### config.mk
export PLATFORM = sky130hd
export DESIGN_NAME = overcurrent_trip_monitor
export DESIGN_NICKNAME = d
export VERILOG_FILES = /design/src/hw/rtl/otm_pkg.sv /design/src/hw/rtl/overcurrent_trip_monitor.sv /design/src/hw/rtl/otm_ema.sv /design/src/hw/rtl/otm_trip.sv
export SDC_FILE = /design/constraint.sdc
export NUM_CORES = 2
export LEC_CHECK = 0
export ABC_AREA = 1
export BUFFER_PORTS_ARGS = -buffer_cell sky130_fd_sc_hd__buf_2
export CAP_MARGIN = 5
export CORE_MARGIN = 3
export CORE_UTILIZATION = 60
export CTS_CLUSTER_SIZE = 24
export DETAILED_ROUTE_END_ITERATION = 10
export PLACE_DENSITY_LB_ADDON = 0.2
export SLEW_MARGIN = 30
export SYNTH_ARGS = -nofsm -noshare
export SYNTH_HDL_FRONTEND = slang
export SYNTH_SLANG_ARGS = --single-unit
### constraint.sdc
create_clock -name clk -period 10.8 [get_ports clk]
set_clock_uncertainty 0.15 [all_clocks]
set_input_delay 0.54 -clock clk [delete_from_list [all_inputs] [get_ports clk]]
set_output_delay 0.54 -clock clk [all_outputs]
set_load 0.03 [all_outputs]
### src/hw/rtl/otm_pkg.sv
// ----------------------------------------------------------------------------
// Overcurrent trip monitor package
// Shared constants, register indexes and the trip-stage configuration type.
// ----------------------------------------------------------------------------
`default_nettype none

package otm_pkg;

  // Default widths of the sample and of the violation counter.
  localparam int ADC_BITS_DEF   = 10;
  localparam int COUNT_BITS_DEF = 16;

  // Fixed register widths.
  localparam int ALPHA_BITS     = 13;
  localparam int LIMIT_BITS     = 19;
  localparam int THRESH_BITS    = 16;
  localparam int CFG_DATA_BITS  = 19;
  localparam int CFG_INDEX_BITS = 2;

  // The filter weight is Q1.12, so one is 4096.
  localparam int ALPHA_FRAC = 12;
  localparam logic [ALPHA_BITS-1:0] ALPHA_ONE = 13'd4096;

  // Register indexes on the configuration port.
  localparam logic [CFG_INDEX_BITS-1:0] REG_FILTER_ALPHA   = 2'd0;
  localparam logic [CFG_INDEX_BITS-1:0] REG_CURRENT_LIMIT  = 2'd1;
  localparam logic [CFG_INDEX_BITS-1:0] REG_TRIP_THRESHOLD = 2'd2;

  // Register reset values.
  localparam logic [ALPHA_BITS-1:0]  ALPHA_RESET     = 13'd410;
  localparam logic [LIMIT_BITS-1:0]  LIMIT_RESET     = 19'd186670;
  localparam logic [THRESH_BITS-1:0] THRESHOLD_RESET = 16'd150;

  // Settings used by the trip stage.
  typedef struct packed {
    logic [LIMIT_BITS-1:0]  limit;
    logic [THRESH_BITS-1:0] threshold;
  } trip_cfg_t;

endpackage

`default_nettype wire

### src/hw/rtl/overcurrent_trip_monitor.sv
// ----------------------------------------------------------------------------
// Overcurrent trip monitor
// Two-channel exponential current filter with an up/down violation counter
// and a latched shutdown request.
// ----------------------------------------------------------------------------
// Pipeline: the input register loads at the accepting edge, then the filter
// stage and the trip stage follow, each with its own registered valid.
// Throughput: one sample pair per cycle; each stage holds one item and
// stalls only when the stage after it is full and the output is not taken.
// Reset clears the filter levels, the violation counter, the shutdown flag
// and the pipeline valids, and loads the register defaults.
// ----------------------------------------------------------------------------
`default_nettype none

module overcurrent_trip_monitor #(
  parameter int ADC_BITS   = otm_pkg::ADC_BITS_DEF,
  parameter int COUNT_BITS = otm_pkg::COUNT_BITS_DEF
) (
  input  wire logic                                 clk,
  input  wire logic                                 rst,
  // Configuration write port
  input  wire logic                                 cfg_write,
  input  wire logic [otm_pkg::CFG_INDEX_BITS-1:0]   cfg_index,
  input  wire logic [otm_pkg::CFG_DATA_BITS-1:0]    cfg_data,
  // Input channel
  input  wire logic                                 in_valid,
  output logic                                      in_ready,
  input  wire logic [ADC_BITS-1:0]                  sample_left,
  input  wire logic [ADC_BITS-1:0]                  sample_right,
  // Output channel
  output logic                                      out_valid,
  input  wire logic                                 out_ready,
  output logic      [ADC_BITS+7:0]                  filtered_left,
  output logic      [ADC_BITS+7:0]                  filtered_right,
  output logic                                      over_limit,
  output logic      [COUNT_BITS-1:0]                violation_count,
  output logic                                      shutdown
);

  localparam int LW = ADC_BITS + 8;

  logic [otm_pkg::ALPHA_BITS-1:0]  filter_alpha;
  logic [otm_pkg::LIMIT_BITS-1:0]  current_limit;
  logic [otm_pkg::THRESH_BITS-1:0] trip_threshold;
  logic [otm_pkg::ALPHA_BITS-1:0]  alpha_eff;
  otm_pkg::trip_cfg_t              trip_cfg;

  logic                in_vld;
  logic                lvl_vld;
  logic                res_vld;
  logic                in_rdy;
  logic                lvl_rdy;
  logic                res_rdy;
  logic                in_load;
  logic                lvl_load;
  logic                res_load;
  logic [ADC_BITS-1:0] samp_left;
  logic [ADC_BITS-1:0] samp_right;
  logic [LW-1:0]       level_left;
  logic [LW-1:0]       level_right;

  // Configuration registers.
  always_ff @(posedge clk) begin
    if (rst) begin
      filter_alpha   <= otm_pkg::ALPHA_RESET;
      current_limit  <= otm_pkg::LIMIT_RESET;
      trip_threshold <= otm_pkg::THRESHOLD_RESET;
    end else if (cfg_write) begin
      unique case (cfg_index)
        otm_pkg::REG_FILTER_ALPHA: begin
          filter_alpha <= cfg_data[otm_pkg::ALPHA_BITS-1:0];
        end
        otm_pkg::REG_CURRENT_LIMIT: begin
          current_limit <= cfg_data[otm_pkg::LIMIT_BITS-1:0];
        end
        otm_pkg::REG_TRIP_THRESHOLD: begin
          trip_threshold <= cfg_data[otm_pkg::THRESH_BITS-1:0];
        end
        default: begin
        end
      endcase
    end
  end

  // A weight above one acts as one.
  always_comb begin
    alpha_eff = (filter_alpha > otm_pkg::ALPHA_ONE) ? otm_pkg::ALPHA_ONE
                                                    : filter_alpha;
    trip_cfg.limit     = current_limit;
    trip_cfg.threshold = trip_threshold;
  end

  // Pipeline flow control: a stage takes a new item when it is empty or
  // its current item moves on in the same cycle.
  always_comb begin
    res_rdy  = !res_vld || out_ready;
    lvl_rdy  = !lvl_vld || res_rdy;
    in_rdy   = !in_vld  || lvl_rdy;
    in_load  = in_valid && in_rdy;
    lvl_load = in_vld   && lvl_rdy;
    res_load = lvl_vld  && res_rdy;
  end

  assign in_ready  = in_rdy;
  assign out_valid = res_vld;

  // Stage valid bits.
  always_ff @(posedge clk) begin
    if (rst) begin
      in_vld  <= 1'b0;
      lvl_vld <= 1'b0;
      res_vld <= 1'b0;
    end else begin
      if (in_rdy) begin
        in_vld <= in_valid;
      end
      if (lvl_rdy) begin
        lvl_vld <= in_vld;
      end
      if (res_rdy) begin
        res_vld <= lvl_vld;
      end
    end
  end

  // Input sample register.
  always_ff @(posedge clk) begin
    if (in_load) begin
      samp_left  <= sample_left;
      samp_right <= sample_right;
    end
  end

  // Filter stage, one per channel.
  otm_ema #(
    .ADC_BITS (ADC_BITS)
  ) u_ema_left (
    .clk    (clk),
    .rst    (rst),
    .load   (lvl_load),
    .sample (samp_left),
    .alpha  (alpha_eff),
    .level  (level_left)
  );

  otm_ema #(
    .ADC_BITS (ADC_BITS)
  ) u_ema_right (
    .clk    (clk),
    .rst    (rst),
    .load   (lvl_load),
    .sample (samp_right),
    .alpha  (alpha_eff),
    .level  (level_right)
  );

  // Trip stage and result register.
  otm_trip #(
    .ADC_BITS   (ADC_BITS),
    .COUNT_BITS (COUNT_BITS)
  ) u_trip (
    .clk             (clk),
    .rst             (rst),
    .load            (res_load),
    .level_left      (level_left),
    .level_right     (level_right),
    .cfg             (trip_cfg),
    .filtered_left   (filtered_left),
    .filtered_right  (filtered_right),
    .over_limit      (over_limit),
    .violation_count (violation_count),
    .shutdown        (shutdown)
  );

endmodule

`default_nettype wire

### src/hw/rtl/otm_ema.sv
// ----------------------------------------------------------------------------
// Exponential low-pass filter, one channel
// Holds the filtered level and updates it with one sample per load.
// ----------------------------------------------------------------------------
`default_nettype none

module otm_ema #(
  parameter int ADC_BITS = otm_pkg::ADC_BITS_DEF
) (
  input  wire logic                              clk,
  input  wire logic                              rst,
  input  wire logic                              load,
  input  wire logic [ADC_BITS-1:0]               sample,
  input  wire logic [otm_pkg::ALPHA_BITS-1:0]    alpha,
  output logic      [ADC_BITS+7:0]               level
);

  localparam int LW = ADC_BITS + 8;
  localparam int DW = LW + 1;
  localparam int PW = DW + otm_pkg::ALPHA_BITS + 1;

  logic signed [DW-1:0]                    diff;
  logic signed [otm_pkg::ALPHA_BITS:0]     alpha_s;
  logic signed [PW-1:0]                    prod;
  logic signed [PW-1:0]                    delta;
  logic signed [PW-1:0]                    level_sum;
  logic        [LW-1:0]                    level_next;

  // The update old*(1-a) + s*a equals old + floor((s - old) * a), which
  // needs a single signed multiplier.
  always_comb begin
    diff       = $signed({1'b0, sample, 8'b0}) - $signed({1'b0, level});
    alpha_s    = $signed({1'b0, alpha});
    prod       = diff * alpha_s;
    delta      = prod >>> otm_pkg::ALPHA_FRAC;
    level_sum  = delta + $signed({{(PW-LW){1'b0}}, level});
    level_next = level_sum[LW-1:0];
  end

  // Filter state.
  always_ff @(posedge clk) begin
    if (rst) begin
      level <= '0;
    end else if (load) begin
      level <= level_next;
    end
  end

  // The level moves only when a sample is taken in.
  a_level_hold: assert property (@(posedge clk) disable iff (rst)
    !load |=> $stable(level))
    else $error("filter level changed without a sample");

endmodule

`default_nettype wire

### src/hw/rtl/otm_trip.sv
// ----------------------------------------------------------------------------
// Trip stage
// Compares the summed levels with the limit, runs the up/down violation
// counter, latches shutdown and registers the result item.
// ----------------------------------------------------------------------------
`default_nettype none

module otm_trip #(
  parameter int ADC_BITS   = otm_pkg::ADC_BITS_DEF,
  parameter int COUNT_BITS = otm_pkg::COUNT_BITS_DEF
) (
  input  wire logic                   clk,
  input  wire logic                   rst,
  input  wire logic                   load,
  input  wire logic [ADC_BITS+7:0]    level_left,
  input  wire logic [ADC_BITS+7:0]    level_right,
  input  wire otm_pkg::trip_cfg_t     cfg,
  output logic      [ADC_BITS+7:0]    filtered_left,
  output logic      [ADC_BITS+7:0]    filtered_right,
  output logic                        over_limit,
  output logic      [COUNT_BITS-1:0]  violation_count,
  output logic                        shutdown
);

  localparam int LW = ADC_BITS + 8;
  localparam int SW = LW + 1;
  localparam int CW = (SW > otm_pkg::LIMIT_BITS) ? SW : otm_pkg::LIMIT_BITS;
  localparam int TW = (COUNT_BITS > otm_pkg::THRESH_BITS) ? COUNT_BITS
                                                         : otm_pkg::THRESH_BITS;

  logic [SW-1:0]         level_sum;
  logic                  over_next;
  logic [TW-1:0]         thr_raw;
  logic [TW-1:0]         count_max;
  logic [TW-1:0]         thr_wide;
  logic [COUNT_BITS-1:0] thr_cnt;
  logic [COUNT_BITS-1:0] count_next;
  logic                  shutdown_next;

  // Effective threshold: zero acts as one, and it never exceeds the counter.
  always_comb begin
    thr_raw   = (cfg.threshold == '0) ? TW'(1) : TW'(cfg.threshold);
    count_max = TW'({COUNT_BITS{1'b1}});
    thr_wide  = (thr_raw > count_max) ? count_max : thr_raw;
    thr_cnt   = thr_wide[COUNT_BITS-1:0];
  end

  // Limit check on the summed levels.
  always_comb begin
    level_sum = {1'b0, level_left} + {1'b0, level_right};
    over_next = CW'(level_sum) > CW'(cfg.limit);
  end

  // Up/down counter, floored at zero and held at the threshold.
  always_comb begin
    if (over_next) begin
      if (violation_count >= thr_cnt) begin
        count_next = thr_cnt;
      end else begin
        count_next = violation_count + 1'b1;
      end
    end else if (violation_count != '0) begin
      count_next = violation_count - 1'b1;
    end else begin
      count_next = violation_count;
    end
    shutdown_next = shutdown | (count_next >= thr_cnt);
  end

  // Counter and trip flag are state; cleared by reset.
  always_ff @(posedge clk) begin
    if (rst) begin
      violation_count <= '0;
      shutdown        <= 1'b0;
    end else if (load) begin
      violation_count <= count_next;
      shutdown        <= shutdown_next;
    end
  end

  // Result payload.
  always_ff @(posedge clk) begin
    if (load) begin
      filtered_left  <= level_left;
      filtered_right <= level_right;
      over_limit     <= over_next;
    end
  end

  // Once tripped, only reset clears shutdown.
  a_shutdown_latched: assert property (@(posedge clk) disable iff (rst)
    !$fell(shutdown))
    else $error("shutdown cleared without reset");

  // The counter changes only when an item passes through.
  a_count_hold: assert property (@(posedge clk) disable iff (rst)
    !load |=> $stable(violation_count))
    else $error("violation counter changed without an item");

  // An over-limit item below the threshold counts up by exactly one.
  a_count_up: assert property (@(posedge clk) disable iff (rst)
    load && over_next && (violation_count < thr_cnt) |=>
      violation_count == $past(violation_count) + 1'b1)
    else $error("violation counter did not count up");

endmodule

`default_nettype wire

==> results.txt <==
----------------------------------------------------
[Global routing]
  Met1 Resource Use GR ... 43.2%
  Total global routing track utilization ... 31.5%
  Global Route met3 Usage ... 4.30%
  Busiest grt layer ... met2
  Pin count of the biggest net entering global routing ... 57
  Antenna violations before repair ... 0
  Number of global-route vias before repair ... 24000
  Global route total overflow ... 0
  Grt met2 use ... 51.8%
  Wire length of the first global-routing pass ... 124000 um

[Timing]
  Max-slew violations ... 0
  Fmax achieved ... 0.104 GHz
  Time the worst path needs with I/O delays and setup ... 9.63 ns
  Setup Total Neg Slack ... 0 ns
  Final worst-path cycle share ... 89.2%
  Worst hold slack ... 0.113 ns
  Slew at the pin closest to its max-slew limit ... 0.902 ns
  Slew HR ... 39.8%
  Number of hold violations in the final report ... 0
  Number of setup violations in the final report ... 0
  Setup repair after global routing missed its margin ... false

[Finish]
  Final non-filler cell area ... 30200 sq um
  Fin nets ... 4495
  Diodes inserted ... 0
  Area Overhead vs Synth ... 6.74%
  Share of post-route cells with drive strength above 1 ... 6.58%

[CTS]
  CTS clock-pin slew for the worst setup and hold paths ... 0.08 ns
  PostCTS Resize Cnt ... 0
  # Post-CTS Setup Buffers ... 0
  Cell at the root of the clock tree ... clkbuf_16
  Number of levels in the clock H-tree ... 4
  TritonCTS clock tree ... yes
  CTS Hold Buffers Added ... 0
  Number of buffers inserted during clock tree synthesis ... 17
  Worst-case clock buffer depth ... 2
  Clock latency on the worst-skew pair ... 0.45 ns
  Clock sink count ... 161

[Critical path]
  Critical path launch point type ... register
  CP max stage delay ... 0.70 ns
  Classification of the worst setup path ... reg2reg
  CP Launch Point ... u_ema_right.level[9]
  Data required time of the critical path ... 11.03 ns
  Register-to-register setup slack ... 1.17 ns
  Type of element capturing the critical path ... register
  Arrival @ worst endpoint ... 9.86 ns
  Most prevalent standard cell on the critical path ... nand2_1
  RR Endpoint ... u_ema_right.level[17]
  Maximum fanout along the worst path ... 8
  Slowest cell on crit path ... xor2_1
  Worst Reg-to-Reg Cells ... 43
  Launching point of the worst reg2reg path ... u_ema_right.level[9]

[Detailed routing]
  Total iterations of the first detailed-routing run ... 7
  Detailed-route vias per instance ... 5.51
  Post-route antenna net violation count ... 0
  DRC violation total after the first TritonRoute iteration ... 2000
  Total routed wirelength ... 76900 um
  Vias after detailed routing ... 24000
  Final routed wire length divided by cell count ... 17.7 um
  Detailed-route DRC error count ... 0

[Synthesis]
  Count of warnings emitted by yosys ... 0
  Number of synthesized register bits ... 161
  Number of different library cells in the post-synthesis netlist ... 56
  Register area share after synthesis ... 13.4%
  Mapped Nets ... 4408
  Area contributors post-synth ... fa_1, ha_1, inv_1
  Leading cell types by count after synthesis ... inv_1, nand2_1, fa_1
  Average cell area after synthesis ... 7.75 sq um
  Dominant register cell in the synthesized netlist ... dfxtp_1
  Post-Syn Area ... 28300 sq um
  Dominant cell by count in the synthesized netlist ... inv_1
  Async SR Flop Fraction ... 0%
  Number of enable flip-flop cells after synthesis ... 57
  Synthesized instance count ... 3656
  Cell type contributing the most total cell area after synthesis ... fa_1
  Fraction of synthesized cell area taken by the top area cell type ... 30.9%

[Die]
  CORE AREA ... 46000 sq um
  Vert. Die Dim ... 223 um
  Total die area ... 49800 sq um
  Die width ... 223 um
  Number of ports placed on the die boundary ... 102
  Row count ... 78
  Effective utilization at floorplan ... 61.6%

[Placed design]
  Final RePlAce weighted congestion ... 0.945
  Placed inst area ... 29600 sq um
  Port Buffers ... 101
  Final HPWL from detailed placement ... 63000 um

[Job]
  Max-cap violations ... 0

[Min path]
  Worst min-delay path startpoint ... sample_left[6]
  Hold path depth ... 1
  End point of the worst hold path ... samp_left[6]
  Hold WC Path Type ... in2reg

[Status]
  Status ... complete, no violations

----------------------------------------------------
worst max-delay path by stage:
stage,end,slack (ns),cells after the start
final,u_ema_right.level[17],1.17,43
after global routing,u_ema_right.level[17],0.42,43
after CTS,u_ema_right.level[17],1.24,43
after detailed placement,u_ema_right.level[17],1.26,43
after global placement,u_ema_right.level[17],1.29,43
after floorplan,u_ema_left.level[17],2.54,46
area by class of cell:
cell class	count	area, sq um
timing repair buffer	144	828
inverter	877	3300
sequential	161	3790
fill	4029	15700
clock inverter	13	145
clock buffer	19	464
tap	600	751
multi-input combinational	2542	20900
stage by stage:
| stage | utilization [%] | std cells | setup WS (ns) |
|---|---|---|---|
| 2_1_floorplan | - | 3656 | 2.54 |
| 3_3_place_gp | 64.4 | 4324 | 1.29 |
| 3_5_place_dp | 64.4 | 4324 | 1.26 |
| 4_1_cts | 65.7 | 4356 | 1.24 |
| 5_1_grt | 65.8 | 4356 | 0.424 |
| 6_report | 65.8 | 4356 | 1.17 |
worst max-delay path, delay by kind of cell (launching register included):
| family | cells | cell delay [ns] |
|---|---|---|
| buffers and inverters | 8 | 0.70 |
| AOI/OAI and AO/OA | 6 | 1.18 |
| DFF | 1 | 0.47 |
| xor gates and xnor gates | 2 | 0.96 |
| adders and majority gates | 9 | 3.80 |
| and+or+nand+nor | 18 | 2.33 |
state kept, by name, summed over array words and instances (netlist names), 10 cells and up:
| name | cells |
|---|---|
| filter_alpha | 13 |
| trip_threshold | 16 |
| u_trip.violation_count | 16 |
| u_ema_left.level | 18 |
| u_ema_right.level | 18 |
| u_trip.filtered_right | 18 |
| current_limit | 19 |
| u_trip.filtered_left | 18 |
| samp_right | 10 |
| samp_left | 10 |
per-layer routing:
layer | up-vias | part of all wire (%)
met5 | - | 0
met4 | 0 | 3.6
met3 | 158 | 8.4
met2 | 958 | 46
met1 | 11500 | 42
li1 | 11400 | -
layout by cell type, fill, tap and decap left out, types with 12 or more instances in the layout:
cell       instances
inv_1            852
ha_1             269
nand2_1          684
o21bai_1          12
nor3_1            24
o211ai_1          36
o21ai_1           12
o21ai_0          132
fa_1             437
nor2_1           358
clkbuf_16         18
inv_2             17
edfxtp_1          57
xor2_1            87
buf_2            101
dfxtp_1          104
xnor2_1           27
nand3_1           80
buf_4             43
nand4_1           28
a21oi_1          245
kinds of logic after synthesis:
group / Yosys count / share of synthesized area [%]
simple gates: 1231 / 17.9
xor+xnor: 115 / 3.58
compound gates: 490 / 9.61
flops: 161 / 13.4
fa+ha+maj: 706 / 42.8
buf+inv: 953 / 12.7
Power is left out: the tool's default activity adds up to more than one toggle a clock period on the data nets, which glitch-free logic cannot reach.
